**src/hdl/bwjm_pkg.sv**
```systemverilog
package bwjm_pkg;

  localparam int unsigned HoldW = 10;
  localparam int unsigned DeflW = 15;
  localparam int unsigned StickW = 16;
  localparam int unsigned CfgIdxW = 2;
  localparam int unsigned CfgDataW = 15;

  typedef logic signed [StickW-1:0] q14_t;

  localparam q14_t QOne = 16'sd16384;
  localparam q14_t QNegOne = -16'sd16384;
  localparam q14_t QZero = 16'sd0;

  // configuration register indexes
  localparam logic [CfgIdxW-1:0] CFG_HOLD_FRAMES = 2'd0;
  localparam logic [CfgIdxW-1:0] CFG_FIRST_DEFL = 2'd1;
  localparam logic [CfgIdxW-1:0] CFG_DEFL_STEP = 2'd2;

  localparam logic [HoldW-1:0] HoldFramesRst = 10'd20;
  localparam logic [DeflW-1:0] FirstDeflRst = 15'd8192;
  localparam logic [DeflW-1:0] DeflStepRst = 15'd1638;

  // event codes
  localparam logic [3:0] EV_L_TRIG_DN = 4'd0;
  localparam logic [3:0] EV_L_TRIG_UP = 4'd1;
  localparam logic [3:0] EV_L_GRIP_DN = 4'd2;
  localparam logic [3:0] EV_L_GRIP_UP = 4'd3;
  localparam logic [3:0] EV_L_WHEEL_UP = 4'd4;
  localparam logic [3:0] EV_L_WHEEL_DN = 4'd5;
  localparam logic [3:0] EV_R_GRIP_DN = 4'd6;
  localparam logic [3:0] EV_R_GRIP_UP = 4'd7;
  localparam logic [3:0] EV_R_TRIG_DN = 4'd8;
  localparam logic [3:0] EV_R_TRIG_UP = 4'd9;
  localparam logic [3:0] EV_R_WHEEL_UP = 4'd10;
  localparam logic [3:0] EV_R_WHEEL_DN = 4'd11;

  typedef enum logic [1:0] {
    OP_NONE,
    OP_BUTTON,
    OP_WHEEL_UP,
    OP_WHEEL_DN
  } side_op_e;

  typedef struct packed {
    side_op_e op;
    logic     grip;
    q14_t     y;
  } side_cmd_t;

  typedef struct packed {
    logic             grip;
    q14_t             x;
    q14_t             y;
    logic [HoldW-1:0] up_cnt;
    logic [HoldW-1:0] dn_cnt;
  } side_state_t;

  typedef struct packed {
    logic [HoldW-1:0] hold_frames;
    logic [DeflW-1:0] first_defl;
    logic [DeflW-1:0] defl_step;
  } cfg_t;

endpackage

```
**src/hdl/bwjm_if.sv**
```systemverilog
interface bwjm_in_if;
  logic       valid;
  logic       ready;
  logic       kind;
  logic [3:0] event_code;

  modport source (output valid, output kind, output event_code, input ready);
  modport sink (input valid, input kind, input event_code, output ready);
endinterface

interface bwjm_out_if;
  logic               valid;
  logic               ready;
  logic               left_grip;
  logic signed [15:0] left_stick_x;
  logic signed [15:0] left_stick_y;
  logic               right_grip;
  logic signed [15:0] right_stick_x;
  logic signed [15:0] right_stick_y;

  modport source (
    output valid, output left_grip, output left_stick_x, output left_stick_y,
    output right_grip, output right_stick_x, output right_stick_y, input ready
  );
  modport sink (
    input valid, input left_grip, input left_stick_x, input left_stick_y,
    input right_grip, input right_stick_x, input right_stick_y, output ready
  );
endinterface

interface bwjm_cfg_if;
  logic        valid;
  logic        ready;
  logic [1:0]  index;
  logic [14:0] data;

  modport source (output valid, output index, output data, input ready);
  modport sink (input valid, input index, input data, output ready);
endinterface

```
**src/hdl/bwjm_side.sv**
```systemverilog
module bwjm_side import bwjm_pkg::*; (
  input  cfg_t        cfg_i,
  input  side_cmd_t   cmd_i,
  input  side_state_t cur_i,
  output side_state_t nxt_o
);

  logic signed [StickW+1:0] x_wide;
  logic signed [StickW+1:0] ext_wide;
  logic signed [StickW+1:0] stp_wide;
  logic signed [StickW+1:0] x_sum;
  side_state_t              nxt;

  assign x_wide = {{2{cur_i.x[StickW-1]}}, cur_i.x};
  assign ext_wide = $signed({3'b000, cfg_i.first_defl});
  assign stp_wide = $signed({3'b000, cfg_i.defl_step});

  // candidate x for a wheel event, before saturation
  always_comb begin
    x_sum = x_wide;
    if (cmd_i.op == OP_WHEEL_UP) begin
      if (cur_i.x == QZero) begin
        x_sum = ext_wide;
      end else if (cur_i.x > QZero) begin
        x_sum = x_wide + stp_wide;
      end
    end else if (cmd_i.op == OP_WHEEL_DN) begin
      if (cur_i.x == QZero) begin
        x_sum = -ext_wide;
      end else if (cur_i.x < QZero) begin
        x_sum = x_wide - stp_wide;
      end
    end
  end

  always_comb begin
    nxt = cur_i;
    unique case (cmd_i.op)
      OP_BUTTON: begin
        nxt.grip = cmd_i.grip;
        nxt.y = cmd_i.y;
      end
      OP_WHEEL_UP: begin
        nxt.grip = 1'b1;
        nxt.x = (x_sum > 18'sd16384) ? QOne : x_sum[StickW-1:0];
        nxt.up_cnt = cfg_i.hold_frames;
      end
      OP_WHEEL_DN: begin
        nxt.grip = 1'b1;
        nxt.x = (x_sum < -18'sd16384) ? QNegOne : x_sum[StickW-1:0];
        nxt.dn_cnt = cfg_i.hold_frames;
      end
      default: begin
      end
    endcase

    // hold counters: only one may run, otherwise both clear and x centers
    if (nxt.up_cnt != '0 && nxt.dn_cnt == '0) begin
      nxt.up_cnt = nxt.up_cnt - 1'b1;
      if (nxt.up_cnt == '0) begin
        nxt.grip = 1'b0;
        nxt.x = QZero;
      end
    end else if (nxt.dn_cnt != '0 && nxt.up_cnt == '0) begin
      nxt.dn_cnt = nxt.dn_cnt - 1'b1;
      if (nxt.dn_cnt == '0) begin
        nxt.grip = 1'b0;
        nxt.x = QZero;
      end
    end else begin
      nxt.up_cnt = '0;
      nxt.dn_cnt = '0;
      nxt.x = QZero;
    end
  end

  assign nxt_o = nxt;

endmodule

```
**src/hdl/button_wheel_to_joystick_mapper.sv**
```systemverilog
// path: a frame is captured in the input register at the transaction edge, then in the
// side state registers when the output is free; these also serve as the result register
// throughput: one frame per cycle unless result_o stalls; each side updates combinationally
// reset: both sides cleared (grip released, sticks centered, hold counters zero),
// configuration registers back to 20 frames, 0.5 and 0.1 deflection
module button_wheel_to_joystick_mapper import bwjm_pkg::*; (
  input logic       clk_i,
  input logic       rst_ni,
  bwjm_in_if.sink   frame_i,
  bwjm_cfg_if.sink  cfg_i,
  bwjm_out_if.source result_o
);

  cfg_t        cfg_q;
  logic        in_vld_q;
  logic        kind_q;
  logic [3:0]  code_q;
  logic        out_vld_q;
  logic        advance;
  side_cmd_t   cmd_l;
  side_cmd_t   cmd_r;
  side_state_t left_q;
  side_state_t left_d;
  side_state_t right_q;
  side_state_t right_d;

  assign cfg_i.ready = 1'b1;

  always_ff @(posedge clk_i or negedge rst_ni) begin
    if (!rst_ni) begin
      cfg_q.hold_frames <= HoldFramesRst;
      cfg_q.first_defl <= FirstDeflRst;
      cfg_q.defl_step <= DeflStepRst;
    end else if (cfg_i.valid) begin
      unique case (cfg_i.index)
        CFG_HOLD_FRAMES: cfg_q.hold_frames <= cfg_i.data[HoldW-1:0];
        CFG_FIRST_DEFL:  cfg_q.first_defl <= cfg_i.data[DeflW-1:0];
        CFG_DEFL_STEP:   cfg_q.defl_step <= cfg_i.data[DeflW-1:0];
        default: begin
        end
      endcase
    end
  end

  // input stage, result stage is the side state
  assign advance = in_vld_q && (!out_vld_q || result_o.ready);
  assign frame_i.ready = !in_vld_q || advance;

  always_ff @(posedge clk_i or negedge rst_ni) begin
    if (!rst_ni) begin
      in_vld_q <= 1'b0;
    end else if (frame_i.ready) begin
      in_vld_q <= frame_i.valid;
    end
  end

  always_ff @(posedge clk_i) begin
    if (frame_i.valid && frame_i.ready) begin
      kind_q <= frame_i.kind;
      code_q <= frame_i.event_code;
    end
  end

  always_ff @(posedge clk_i or negedge rst_ni) begin
    if (!rst_ni) begin
      out_vld_q <= 1'b0;
    end else if (advance) begin
      out_vld_q <= 1'b1;
    end else if (result_o.ready) begin
      out_vld_q <= 1'b0;
    end
  end

  // event decode into one command per side
  always_comb begin
    cmd_l = '{op: OP_NONE, grip: 1'b0, y: QZero};
    cmd_r = '{op: OP_NONE, grip: 1'b0, y: QZero};
    if (kind_q) begin
      unique case (code_q)
        EV_L_TRIG_DN:  cmd_l = '{op: OP_BUTTON, grip: 1'b1, y: QOne};
        EV_L_TRIG_UP:  cmd_l = '{op: OP_BUTTON, grip: 1'b0, y: QZero};
        EV_L_GRIP_DN:  cmd_l = '{op: OP_BUTTON, grip: 1'b1, y: QNegOne};
        EV_L_GRIP_UP:  cmd_l = '{op: OP_BUTTON, grip: 1'b0, y: QZero};
        EV_L_WHEEL_UP: cmd_l.op = OP_WHEEL_UP;
        EV_L_WHEEL_DN: cmd_l.op = OP_WHEEL_DN;
        EV_R_GRIP_DN:  cmd_r = '{op: OP_BUTTON, grip: 1'b1, y: QNegOne};
        EV_R_GRIP_UP:  cmd_r = '{op: OP_BUTTON, grip: 1'b0, y: QZero};
        EV_R_TRIG_DN:  cmd_r = '{op: OP_BUTTON, grip: 1'b1, y: QOne};
        EV_R_TRIG_UP:  cmd_r = '{op: OP_BUTTON, grip: 1'b0, y: QZero};
        EV_R_WHEEL_UP: cmd_r.op = OP_WHEEL_UP;
        EV_R_WHEEL_DN: cmd_r.op = OP_WHEEL_DN;
        default: begin
        end
      endcase
    end
  end

  bwjm_side u_left (
    .cfg_i (cfg_q),
    .cmd_i (cmd_l),
    .cur_i (left_q),
    .nxt_o (left_d)
  );

  bwjm_side u_right (
    .cfg_i (cfg_q),
    .cmd_i (cmd_r),
    .cur_i (right_q),
    .nxt_o (right_d)
  );

  always_ff @(posedge clk_i or negedge rst_ni) begin
    if (!rst_ni) begin
      left_q <= '0;
      right_q <= '0;
    end else if (advance) begin
      left_q <= left_d;
      right_q <= right_d;
    end
  end

  assign result_o.valid = out_vld_q;
  assign result_o.left_grip = left_q.grip;
  assign result_o.left_stick_x = left_q.x;
  assign result_o.left_stick_y = left_q.y;
  assign result_o.right_grip = right_q.grip;
  assign result_o.right_stick_x = right_q.x;
  assign result_o.right_stick_y = right_q.y;

`ifndef ASSERT_OFF
  a_left_cnt_excl: assert property (@(posedge clk_i) disable iff (!rst_ni)
    !(left_q.up_cnt != '0 && left_q.dn_cnt != '0))
    else $error("left hold counters both active");

  a_right_cnt_excl: assert property (@(posedge clk_i) disable iff (!rst_ni)
    !(right_q.up_cnt != '0 && right_q.dn_cnt != '0))
    else $error("right hold counters both active");

  a_left_x_held: assert property (@(posedge clk_i) disable iff (!rst_ni)
    left_q.x != QZero |-> (left_q.up_cnt != '0 || left_q.dn_cnt != '0))
    else $error("left stick x deflected without a running counter");

  a_right_x_held: assert property (@(posedge clk_i) disable iff (!rst_ni)
    right_q.x != QZero |-> (right_q.up_cnt != '0 || right_q.dn_cnt != '0))
    else $error("right stick x deflected without a running counter");

  a_x_range: assert property (@(posedge clk_i) disable iff (!rst_ni)
    left_q.x <= QOne && left_q.x >= QNegOne && right_q.x <= QOne && right_q.x >= QNegOne)
    else $error("stick x out of range");

  a_state_hold: assert property (@(posedge clk_i) disable iff (!rst_ni)
    !advance |=> $stable(left_q) && $stable(right_q))
    else $error("side state changed without a frame");
`endif

endmodule
```
**src/flat_wrapper.sv**
```systemverilog
// flat-port wrapper written by rule: the top's interface ports become plain ports
module button_wheel_to_joystick_mapper_flat import bwjm_pkg::*;
  (clk_i, rst_ni, frame_i_valid, frame_i_kind, frame_i_event_code, frame_i_ready, cfg_i_valid, cfg_i_index, cfg_i_data, cfg_i_ready, result_o_valid, result_o_left_grip, result_o_left_stick_x, result_o_left_stick_y, result_o_right_grip, result_o_right_stick_x, result_o_right_stick_y, result_o_ready);
  bwjm_in_if frame_i_i ();
  bwjm_cfg_if cfg_i_i ();
  bwjm_out_if result_o_i ();
  input logic clk_i;
  input logic rst_ni;
  input wire logic [$bits(frame_i_i.valid)-1:0] frame_i_valid;
  input wire logic [$bits(frame_i_i.kind)-1:0] frame_i_kind;
  input wire logic [$bits(frame_i_i.event_code)-1:0] frame_i_event_code;
  output wire logic [$bits(frame_i_i.ready)-1:0] frame_i_ready;
  input wire logic [$bits(cfg_i_i.valid)-1:0] cfg_i_valid;
  input wire logic [$bits(cfg_i_i.index)-1:0] cfg_i_index;
  input wire logic [$bits(cfg_i_i.data)-1:0] cfg_i_data;
  output wire logic [$bits(cfg_i_i.ready)-1:0] cfg_i_ready;
  output wire logic [$bits(result_o_i.valid)-1:0] result_o_valid;
  output wire logic [$bits(result_o_i.left_grip)-1:0] result_o_left_grip;
  output wire logic [$bits(result_o_i.left_stick_x)-1:0] result_o_left_stick_x;
  output wire logic [$bits(result_o_i.left_stick_y)-1:0] result_o_left_stick_y;
  output wire logic [$bits(result_o_i.right_grip)-1:0] result_o_right_grip;
  output wire logic [$bits(result_o_i.right_stick_x)-1:0] result_o_right_stick_x;
  output wire logic [$bits(result_o_i.right_stick_y)-1:0] result_o_right_stick_y;
  input wire logic [$bits(result_o_i.ready)-1:0] result_o_ready;
  assign frame_i_i.valid = frame_i_valid;
  assign frame_i_i.kind = frame_i_kind;
  assign frame_i_i.event_code = frame_i_event_code;
  assign frame_i_ready = frame_i_i.ready;
  assign cfg_i_i.valid = cfg_i_valid;
  assign cfg_i_i.index = cfg_i_index;
  assign cfg_i_i.data = cfg_i_data;
  assign cfg_i_ready = cfg_i_i.ready;
  assign result_o_valid = result_o_i.valid;
  assign result_o_left_grip = result_o_i.left_grip;
  assign result_o_left_stick_x = result_o_i.left_stick_x;
  assign result_o_left_stick_y = result_o_i.left_stick_y;
  assign result_o_right_grip = result_o_i.right_grip;
  assign result_o_right_stick_x = result_o_i.right_stick_x;
  assign result_o_right_stick_y = result_o_i.right_stick_y;
  assign result_o_i.ready = result_o_ready;
  button_wheel_to_joystick_mapper u_core (.clk_i(clk_i), .rst_ni(rst_ni), .frame_i(frame_i_i), .cfg_i(cfg_i_i), .result_o(result_o_i));
endmodule
```
**config.mk**
```make
export PLATFORM = sky130hd
export DESIGN_NAME = button_wheel_to_joystick_mapper_flat
export DESIGN_NICKNAME = d
export VERILOG_FILES = /design/src/hdl/bwjm_pkg.sv /design/src/hdl/bwjm_if.sv /design/src/hdl/bwjm_side.sv /design/src/hdl/button_wheel_to_joystick_mapper.sv /design/src/flat_wrapper.sv
export SDC_FILE = /design/constraint.sdc
export NUM_CORES = 1
export LEC_CHECK = 0
export ABC_AREA = 1
export ABC_CLOCK_PERIOD_IN_PS = 3400
export BUFFER_PORTS_ARGS = -buffer_cell sky130_fd_sc_hd__buf_2
export CAP_MARGIN = 20
export CELL_PAD_IN_SITES_DETAIL_PLACEMENT = 0
export CELL_PAD_IN_SITES_GLOBAL_PLACEMENT = 1
export CORE_ASPECT_RATIO = 1.5
export CORE_UTILIZATION = 45
export DETAILED_ROUTE_END_ITERATION = 12
export PLACE_DENSITY = 0.86
export SYNTH_ARGS = -nofsm -noshare
export SYNTH_HDL_FRONTEND = slang
export SYNTH_HIERARCHICAL = 1
export SYNTH_SLANG_ARGS = --single-unit
```
**constraint.sdc**
```tcl
create_clock -name clk_i -period 3.4 [get_ports clk_i]
set_clock_uncertainty 0.05 [all_clocks]
set_input_delay 0.34 -clock clk_i [delete_from_list [all_inputs] [get_ports clk_i]]
set_output_delay 0.34 -clock clk_i [all_outputs]
set_load 0.005 [all_outputs]
```
Word level (Yosys, flattened, before mapping)
Index checks and enable logic that the tools add are counted.
{"block": "totals", "ff_bits": 153, "inputBits": 27, "out_inout_bits": 69, "wordCells": 139}
{"block": "classes", "add_sub_neg": 9, "magnitude_cmp": 8, "eq_ne": 19, "mux": 50, "n_reduce_logical": 36}
{"operator": "two-way mux 18 bit", "count": 12}
{"operator": "two-way mux 10 bit", "count": 12}
{"operator": "two-way mux 17 bit", "count": 6}
{"operator": "two-way mux 16 bit", "count": 6}
{"operator": "zero test 10 bit", "count": 8}
{"operator": "case mux 17 bit (2 select lines)", "count": 2}
{"operator": "case mux 16 bit (2 select lines)", "count": 2}
{"operator": "nonzero test 10 bit", "count": 4}
{"operator": "subtractor 10 x 1 -> 10 bit, second input constant", "count": 4}
{"operator": "two-way mux 19 bit", "count": 2}
{"operator": "greater-than comparator 18 x 16 -> 1 bit, second input constant", "count": 2}
{"operator": "less-than comparator 18 x 15 -> 1 bit, second input constant", "count": 2}
{"operator": "adder 16 x 16 -> 17 bit", "count": 2}
{"operator": "subtractor 16 x 16 -> 17 bit", "count": 2}
{"operator": "greater-than comparator 16 x 1 -> 1 bit, second input constant", "count": 2}
{"operator": "zero test 16 bit", "count": 2}
{"operator": "less-than comparator 16 x 1 -> 1 bit, second input constant", "count": 2}
{"operator": "negation 15 -> 18 bit", "count": 1}
{"operator": "== test 4 x 3 -> 1 bit, second input constant", "count": 4}
{"operator": "== test 4 bit, second input constant", "count": 4}
{"operator": "case mux 2 bit (3 select lines)", "count": 2}
{"operator": "== test 2 bit, second input constant", "count": 5}
{"operator": "AND reduction 2 bit", "count": 5}
{"operator": "== test 4 x 2 -> 1 bit, second input constant", "count": 2}
{"operator": "other kinds (12)", "count": 27}

Longest topological paths before layout
Gate-level depths: netlist of run 1.
{"block": "logic_depth", "depth_word": 13, "mapped_depth": 27, "ltp_nobuf": 26}

Modules after synthesis
The synthesis of run 1 kept the hierarchy.
{"mod": "button_wheel_to_joystick_mapper", "n_inst": 1, "cells_per_inst": 711, "area_per_inst_um2": 6472.5}
{"mod": "bwjm_side at u_core.u_right", "n_inst": 1, "cells_per_inst": 985, "area_per_inst_um2": 4999.8}
{"mod": "bwjm_side at u_core.u_left", "n_inst": 1, "cells_per_inst": 963, "area_per_inst_um2": 4755.8}

Worst setup path after synthesis of run 1
No wires, ideal clock.
{"block": "synth_timing", "kind": "reg2reg", "start": "register u_core.code_q[3]", "end": "register u_core.left_q (netlist bit u_core/result_o.left_stick_x[10])", "t_arrival_ns": 3.007, "t_required_ns": 3.233, "path_slack_ns": 0.226, "stages_incl_launch_ff": 22, "period_less_slack_ns": 3.174, "cell_sequence": "edfxtp_1 inv_1 nand2_1 nor3_1 buf_4 nand2_2 buf_6 o21ai_1 ha_1 nand2_1 nor2_1 nand3_1 xor2_1 nor3_1 nand3_1 nand2_1 nand2_2 buf_6 o21ai_1 nor2_1 nand3_1 nand2_1"}
{"element": "start: declaration", "line": "button_wheel_to_joystick_mapper.sv:17", "text": "logic [3:0] code_q;"}
{"element": "start signal: assignment", "line": "button_wheel_to_joystick_mapper.sv:60", "text": "code_q <= frame_i.event_code;"}
{"element": "end signal: assignment", "line": "button_wheel_to_joystick_mapper.sv:117", "text": "left_q <= left_d;"}
{"element": "end: declaration", "line": "button_wheel_to_joystick_mapper.sv:22", "text": "side_state_t left_q;"}

==> impl_metrics.py, run 1 <==
metrics = {
    "cts": {
        "insertion_delay_ps": 440,
        "cts_sinks": 153,
        "clk_pin_slew_ps": 70,
        "cts_buffer_depth": 2,
        "clock-root-buffer": "clkbuf_16",
        "cts_tree": "built",
        "cts_buffers": 17,
        "cts_max_level": 4,
    },
    "timing": {
        "hold_viol": 0,
        "max_freq_ghz": 0.302,
        "max_slew_margin_pct": 33.6,
        "tns_ps": 0,
        "rsz0062_at_grt": "yes",
        "slew_violations": 0,
        "min_period_ps": 3310,
        "fin_crit_sh_pct": 97.4,
        "worst_slew_pin_slew_ps": 993,
        "finalSetupViolCount": 0,
        "postLayoutSetupSlackWorst_ps": 88.6,
    },
    "detailed_routing": {
        "drtAntennaViolNets": 0,
        "routed_wl_um": 60500,
        "vias_per_cell": 5.36,
        "dr.pass1.iters": 8,
        "vias": 18000,
        "initialDrtViolationCount": 1491,
        "wl_per_cell_um": 18.0,
        "drc": 0,
    },
    "floorplanning": {
        "io_pins": 96,
        "die_area_um2": 36800,
        "num_rows": 84,
        "fp.coreArea_um2": 35300,
        "die_h_um": 235,
        "start_util_pct": 46.0,
        "die_w_um": 157,
    },
    "hold_path": {
        "holdCritPathClass": "in -> reg",
    },
    "synthesis": {
        "yosys.area_share.simple_pct": 40.8,
        "yosysWarningCount": 6,
        "synth_top_family_by_area": "simple AND/OR/NAND/NOR gates",
        "synthMuxAreaShare_pct": 3.24,
        "seq_area_frac_synth_pct": 23.8,
        "syn-cell-area_um2": 16200,
        "synthXorXnorAreaFrac_pct": 1.94,
        "syn_inst": 2659,
        "ys_async_sr_fraction_pct": 96.7,
        "synth_compound_area_share_pct": 9.19,
        "synth_fa_ha_area_share_pct": 5.89,
        "yosys_register_bits": 153,
        "synthFlopType": "dfrtp_1",
        "yosys.cell_types.count": 55,
        "postSynthAreaPerCell_um2": 6.10,
        "synth_edf_count": 5,
    },
    "critical_path": {
        "cp.depth": 22,
        "slowest_stage": "edfxtp_1",
        "r2r_setup_slack_ps": 90,
        "timing.rr.end": "u_core/result_o.right_stick_x[3]",
        "crit_family": "simple AND/OR/NAND/NOR gates",
        "cp-start-kind": "flop",
        "path_max_fanout": 6,
        "critPathCapture": "u_core/result_o.right_stick_x[3]",
        "end_kind": "flop",
        "max_stage_delay_ps": 440,
        "reg2reg_from": "u_core/code_q[1]",
        "r2r_cells": 22,
        "worstSetupPathType": "reg -> reg",
        "critical_path_buf_inv_count": 6,
        "critPathLaunch": "u_core/code_q[1]",
        "cp_cell_sequence": "buf_4, nand3_2, a21oi_1, buf_4, inv_2, nand2_8, buf_2, or2_2, o21ai_2, nand2_2, nor2_4, nand3_2, xor2_1, inv_2, nand4_1, o21ai_2, nand2_4, buf_4, o21ai_2, nor3_2, nand3_1, nand2_1",
        "arrival_ps": 3600,
        "crit_required_ps": 3690,
    },
    "grt": {
        "grt_remaining_overflow": 0,
        "grt_max_degree": 81,
        "grt_pass1_vias": 16800,
        "antenna_found_initial": 2,
        "grt_first_pass_wirelength_um": 91500,
        "grt_use_total_pct": 32.4,
    },
    "pwr": {
        "p_per_area_nw_per_um2": 910,
        "p_leak_nw": 11.1,
        "vdd_drop_max_uv": 724,
    },
    "layout": {
        "syn_to_final_growth_pct": 24.1,
        "diodes": 0,
        "drive_above_1_share_pct": 25.7,
        "fin_nets": 2975,
        "fill_cells": 3616,
    },
    "status": {
        "status": "complete, no violations",
    },
    "place": {
        "portBuffers": 94,
        "dp_hpwl_um": 45400,
        "gp_congestion": 1.03,
        "pre_cts_ws_ps": -190,
    },
    "job": {
        "drv_cap": 0,
    },
}
==> registers in the layout, summed over array words and instances, names as in the netlist, 4 cells and up <==
name	flops
u_core/right_q	20
u_core/result_o.right_stick_x	16
u_core/cfg_q	40
u_core/left_q	20
u_core/result_o.left_stick_y	16
u_core/result_o.left_stick_x	16
u_core/result_o.right_stick_y	16
u_core/code_q	4
==> what timing repair did <==
| action | 4_1_cts | 5_1_grt |
|---|---|---|
| resized for setup | 27 | 290 |
| pin swaps | 2 | 111 |
| setup endpoints to repair | 32 | 33 |
| setup buffers | 3 | 47 |
| hold buffers | 3 | 0 |
| cloned | 0 | 3 |
| endpoints found under the hold margin | 75 | 0 |
==> synthesized netlist by cell type (16+ instances only) <==
| library cell | number | share of area [%] |
|---|---|---|
| nand2_1 | 857 | 20 |
| inv_2 | 16 | 0.37 |
| mux2_2 | 32 | 2.2 |
| ha_1 | 70 | 5.4 |
| nand4_1 | 36 | 1.4 |
| buf_2 | 48 | 1.5 |
| o21ai_0 | 116 | 3.6 |
| inv_1 | 330 | 7.6 |
| a21oi_1 | 88 | 2.7 |
| dfrtp_1 | 139 | 21 |
| buf_4 | 76 | 3.5 |
| nor2_1 | 231 | 5.3 |
| clkbuf_1 | 36 | 0.83 |
| xor2_1 | 28 | 1.5 |
| nand3_1 | 333 | 10 |
| o21ai_2 | 20 | 1.1 |
==> cell usage in the layout, fill, tap and decap left out, drive strengths merged <==
cell type	count
nand2	872
inv	357
buf	344
nand3	336
nor2	245
o21ai	146
dfrtp	139
a21oi	90
ha	70
nand4	37
mux2	32
conb	29
xor2	28
clkbuf	23
nor3	20
or2	18
mux2i	15
o22ai	11
dfstp	9
xnor2	8
and2	7
clkinv	6
nand3b	5
edfxtp	5
o21a	5
a31oi	5
fa	4
dlygate4sd3	3
o21bai	3
o211ai	3
a21boi	3
clkinvlp	2
and3	2
a21o	2
nor4	2
a211oi	1
==> where the power goes <==
group          internal, mW  total, mW  switching (mW)
combinational          5.26       13.4            8.12
sequential             2.37       3.02           0.654
clock                  1.04       1.92           0.885
total                  8.67       18.3            9.65
==> metal layers <==
metal | global-route usage [%] | routed length, µm | vias up | part of all wire (%)
li1 | - | - | 8763 | -
met1 | 40.9 | 25500 | 8496 | 42
met2 | 55.0 | 29300 | 625 | 48
met3 | 3.61 | 3050 | 136 | 5.0
met4 | 15.6 | 2640 | 0 | 4.4
met5 | 0 | 0 | - | 0
==> per-stage QoR <==
| stage | power [mW] | hold WS (ps) | util [%] | std cells | cell area (µm²) |
|---|---|---|---|---|---|
| final | 18.3 | 21.5 | 57.0 | 3360 | 20100 |
| after global routing | 19.6 | 10.6 | 57.0 | 3360 | 20100 |
| after CTS | 16.5 | 3.98 | 52.7 | 3310 | 18600 |
| after detailed placement | 14.4 | 400 | 50.7 | 3272 | 17900 |
| after global placement | 14.3 | 394 | 50.7 | 3272 | 17900 |
| after floorplan | 10.7 | -5.59 | - | 2686 | 16300 |
==> kinds of logic after synthesis <==
logic type | after synthesis
simple gates | 1544
buf+inv | 534
compound gates | 269
flops | 153
fa+ha+maj | 74
mux | 47
xor+xnor | 36
other cells | 2
==> final cells by class <==
cell class	count	area, µm²	area share, %
inverters	353	1350	6.72
multi-input cells	1999	11100	55.1
repair buffers	350	2630	13.1
flip-flops and latches	153	3880	19.3
clock buffers	20	478	2.37
well taps	473	592	2.94
clock inverters	12	101	0.503
==> worst min path at each step <==
stage / startpoint / to / slack [ps] / depth (start not counted)
global placement: rst_ni / u_core/result_o.left_stick_y[0] / 390 / 1
CTS: frame_i_kind / u_core/kind_q / 4 / 1
finish: frame_i_event_code[1] / u_core/code_q[1] / 20 / 1
floorplan: rst_ni / u_core/cfg_q[0] / -6 / 0
global route: frame_i_kind / u_core/kind_q / 10 / 1
detailed placement: rst_ni / u_core/result_o.left_stick_y[0] / 400 / 1
(Power assumes the default switching activity.)
==> run 2: changes to the inputs <==
--- a/config.mk
+++ b/config.mk
@@ -12,6 +12,7 @@
 export CELL_PAD_IN_SITES_DETAIL_PLACEMENT = 0
 export CELL_PAD_IN_SITES_GLOBAL_PLACEMENT = 1
 export CORE_ASPECT_RATIO = 1.5
+export CORE_MARGIN = 2
 export CORE_UTILIZATION = 45
 export DETAILED_ROUTE_END_ITERATION = 12
 export PLACE_DENSITY = 0.86
==> impl_metrics.py, run 2 (synthesis results as in run 1) <==
metrics = {
    "status": {
        "status": "complete, no violations",
    },
    "detailed_routing": {
        "wl_per_cell_um": 18.0,
        "routed_wl_um": 60200,
        "initialDrtViolationCount": 1374,
        "drtAntennaViolNets": 0,
        "dr.pass1.iters": 5,
        "drc": 0,
        "vias": 18100,
        "vias_per_cell": 5.41,
    },
    "place": {
        "gp_congestion": 1.00,
        "portBuffers": 94,
        "place_area_um2": 17600,
        "post-place-cells": 3250,
        "dp_hpwl_um": 44300,
        "pre_cts_ws_ps": -239,
    },
    "pwr": {
        "netSwitchingFraction_pct": 53.2,
        "pwr-share-comb_pct": 72.4,
        "total_power_mw": 17.9,
        "p_leak_nw": 10.9,
        "vdd_drop_max_uv": 576,
        "clockPowerShare_pct": 10.9,
        "sequentialPowerShare_pct": 16.8,
        "switchingPower_mw": 9.53,
        "p_int_mw": 8.37,
        "p_per_area_nw_per_um2": 903,
    },
    "cts": {
        "insertion_delay_ps": 450,
        "cts_sinks": 153,
        "clk_pin_slew_ps": 70,
        "cts_buffers": 17,
        "clock-root-buffer": "clkbuf_16",
        "cts_buffer_depth": 2,
        "cts_tree": "built",
        "cts_max_level": 4,
    },
    "timing": {
        "max_slew_margin_pct": 33.0,
        "max_freq_ghz": 0.305,
        "hold_slack_ps": 60.0,
        "postLayoutSetupSlackWorst_ps": 119,
        "fin_crit_sh_pct": 96.5,
        "min_period_ps": 3280,
        "finalSetupViolCount": 0,
        "worst_slew_pin_slew_ps": 1000,
        "slew_violations": 0,
        "tns_ps": 0,
        "hold_viol": 0,
        "rsz0062_at_grt": "yes",
    },
    "layout": {
        "reg.largest.list": "u_core/cfg_q (40), u_core/left_q (20), u_core/right_q (20)",
        "largest_reg_flops": 40,
        "fin_area_um2": 19800,
        "fin_nets": 2951,
        "fin_util_pct": 55.5,
        "syn_to_final_growth_pct": 22.2,
        "regMostFlops": "u_core/cfg_q",
        "final_common_cell": "nand2_1",
        "drive_above_1_share_pct": 24.3,
        "diodes": 0,
        "fill_cells": 3644,
        "layoutNonFillerInstCount": 3341,
        "mostFrequentLayoutCells": "nand2_1, inv_1, nand3_1, buf_4, nor2_1",
    },
    "hold_path": {
        "holdCritPathClass": "in -> reg",
    },
    "critical_path": {
        "end_kind": "flop",
        "r2r_setup_slack_ps": 120,
        "path_max_fanout": 20,
        "arrival_ps": 3570,
        "worstSetupPathType": "reg -> reg",
        "cp-start-kind": "flop",
        "crit_required_ps": 3690,
    },
    "floorplanning": {
        "die_area_um2": 37600,
        "num_rows": 85,
        "io_pins": 96,
        "die_w_um": 159,
        "die_h_um": 237,
        "fp.coreArea_um2": 35700,
        "start_util_pct": 45.4,
    },
    "grt": {
        "grt_first_pass_wirelength_um": 91500,
        "grt_pass1_vias": 17000,
        "grt_max_degree": 81,
        "grt_use_total_pct": 30.6,
        "grt_remaining_overflow": 0,
        "antenna_found_initial": 0,
    },
    "job": {
        "drv_cap": 0,
    },
}
run 2: repair_timing:
| item | CTS | global route |
|---|---|---|
| buffers inserted | 6 | 43 |
| hold buffers | 6 | 0 |
| gates cloned | 1 | 3 |
| gates resized for setup | 27 | 262 |
| hold endpoints to repair | 68 | 0 |
| pin swaps | 3 | 98 |
| endpoints found under the setup margin | 32 | 33 |
run 2: layout make-up:
class	instances	area, µm²	share of cell area, %
tap	478	598	3.02
clock buffer	19	443	2.23
clock inverter	13	136	0.688
sequential	153	3880	19.6
multi-input combinational	2001	11000	55.4
timing repair buffer	324	2430	12.3
inverter	353	1350	6.81
run 2: worst paths after layout:
kind,from,endpoint,cells past startpoint
min in group asynchronous,rst_ni,u_core/result_o.left_stick_x[11],2
hold / removal,frame_i_valid,u_core/in_vld_q,3
max in group asynchronous,rst_ni,u_core/result_o.right_stick_x[1],3
setup / recovery,u_core/code_q[3],u_core/result_o.left_stick_x[1],22
setup reg to reg,u_core/code_q[3],u_core/result_o.left_stick_x[1],22
hold reg to reg,u_core/right_q[6],u_core/right_q[6],2
run 2: power by group through the flow:
stage / clock (mW) / combinational, mW / sequential [mW]
2_1_floorplan: 0 / 7.88 / 2.82
3_3_place_gp: 0 / 11.1 / 2.97
3_5_place_dp: 0 / 11.2 / 2.99
4_1_cts: 1.98 / 11.3 / 2.96
5_1_grt: 2.05 / 14.1 / 3.05
6_report: 1.95 / 13.0 / 3.00
run 2: routing by layer:
metal / track usage (%) / up-vias / wire length, µm
met1: 37.3 / 8493 / 24100
met2: 51.5 / 688 / 28600
met3: 3.84 / 192 / 3560
met5: 0 / - / 0
li1: - / 8697 / -
met4: 18.7 / 0 / 3960
run 2: critical path, cell delays in order, from the launching register on:
cell and delay, ps:
edfxtp_1 370, inv_2 110, nand2_4 80, nor3_4 260, buf_4 150, nand2_2 110, buf_8 210, nand2_1 70
o21ai_0 110, nor2_1 140, nand3_1 150, nor2_2 180, nand3_1 120, xnor2_1 280, nand3_2 160, nand2_2 100
nand2_4 90, inv_2 140, a21oi_1 60, nand2_1 70, inv_1 40, nand3_1 60, nand2_1 60
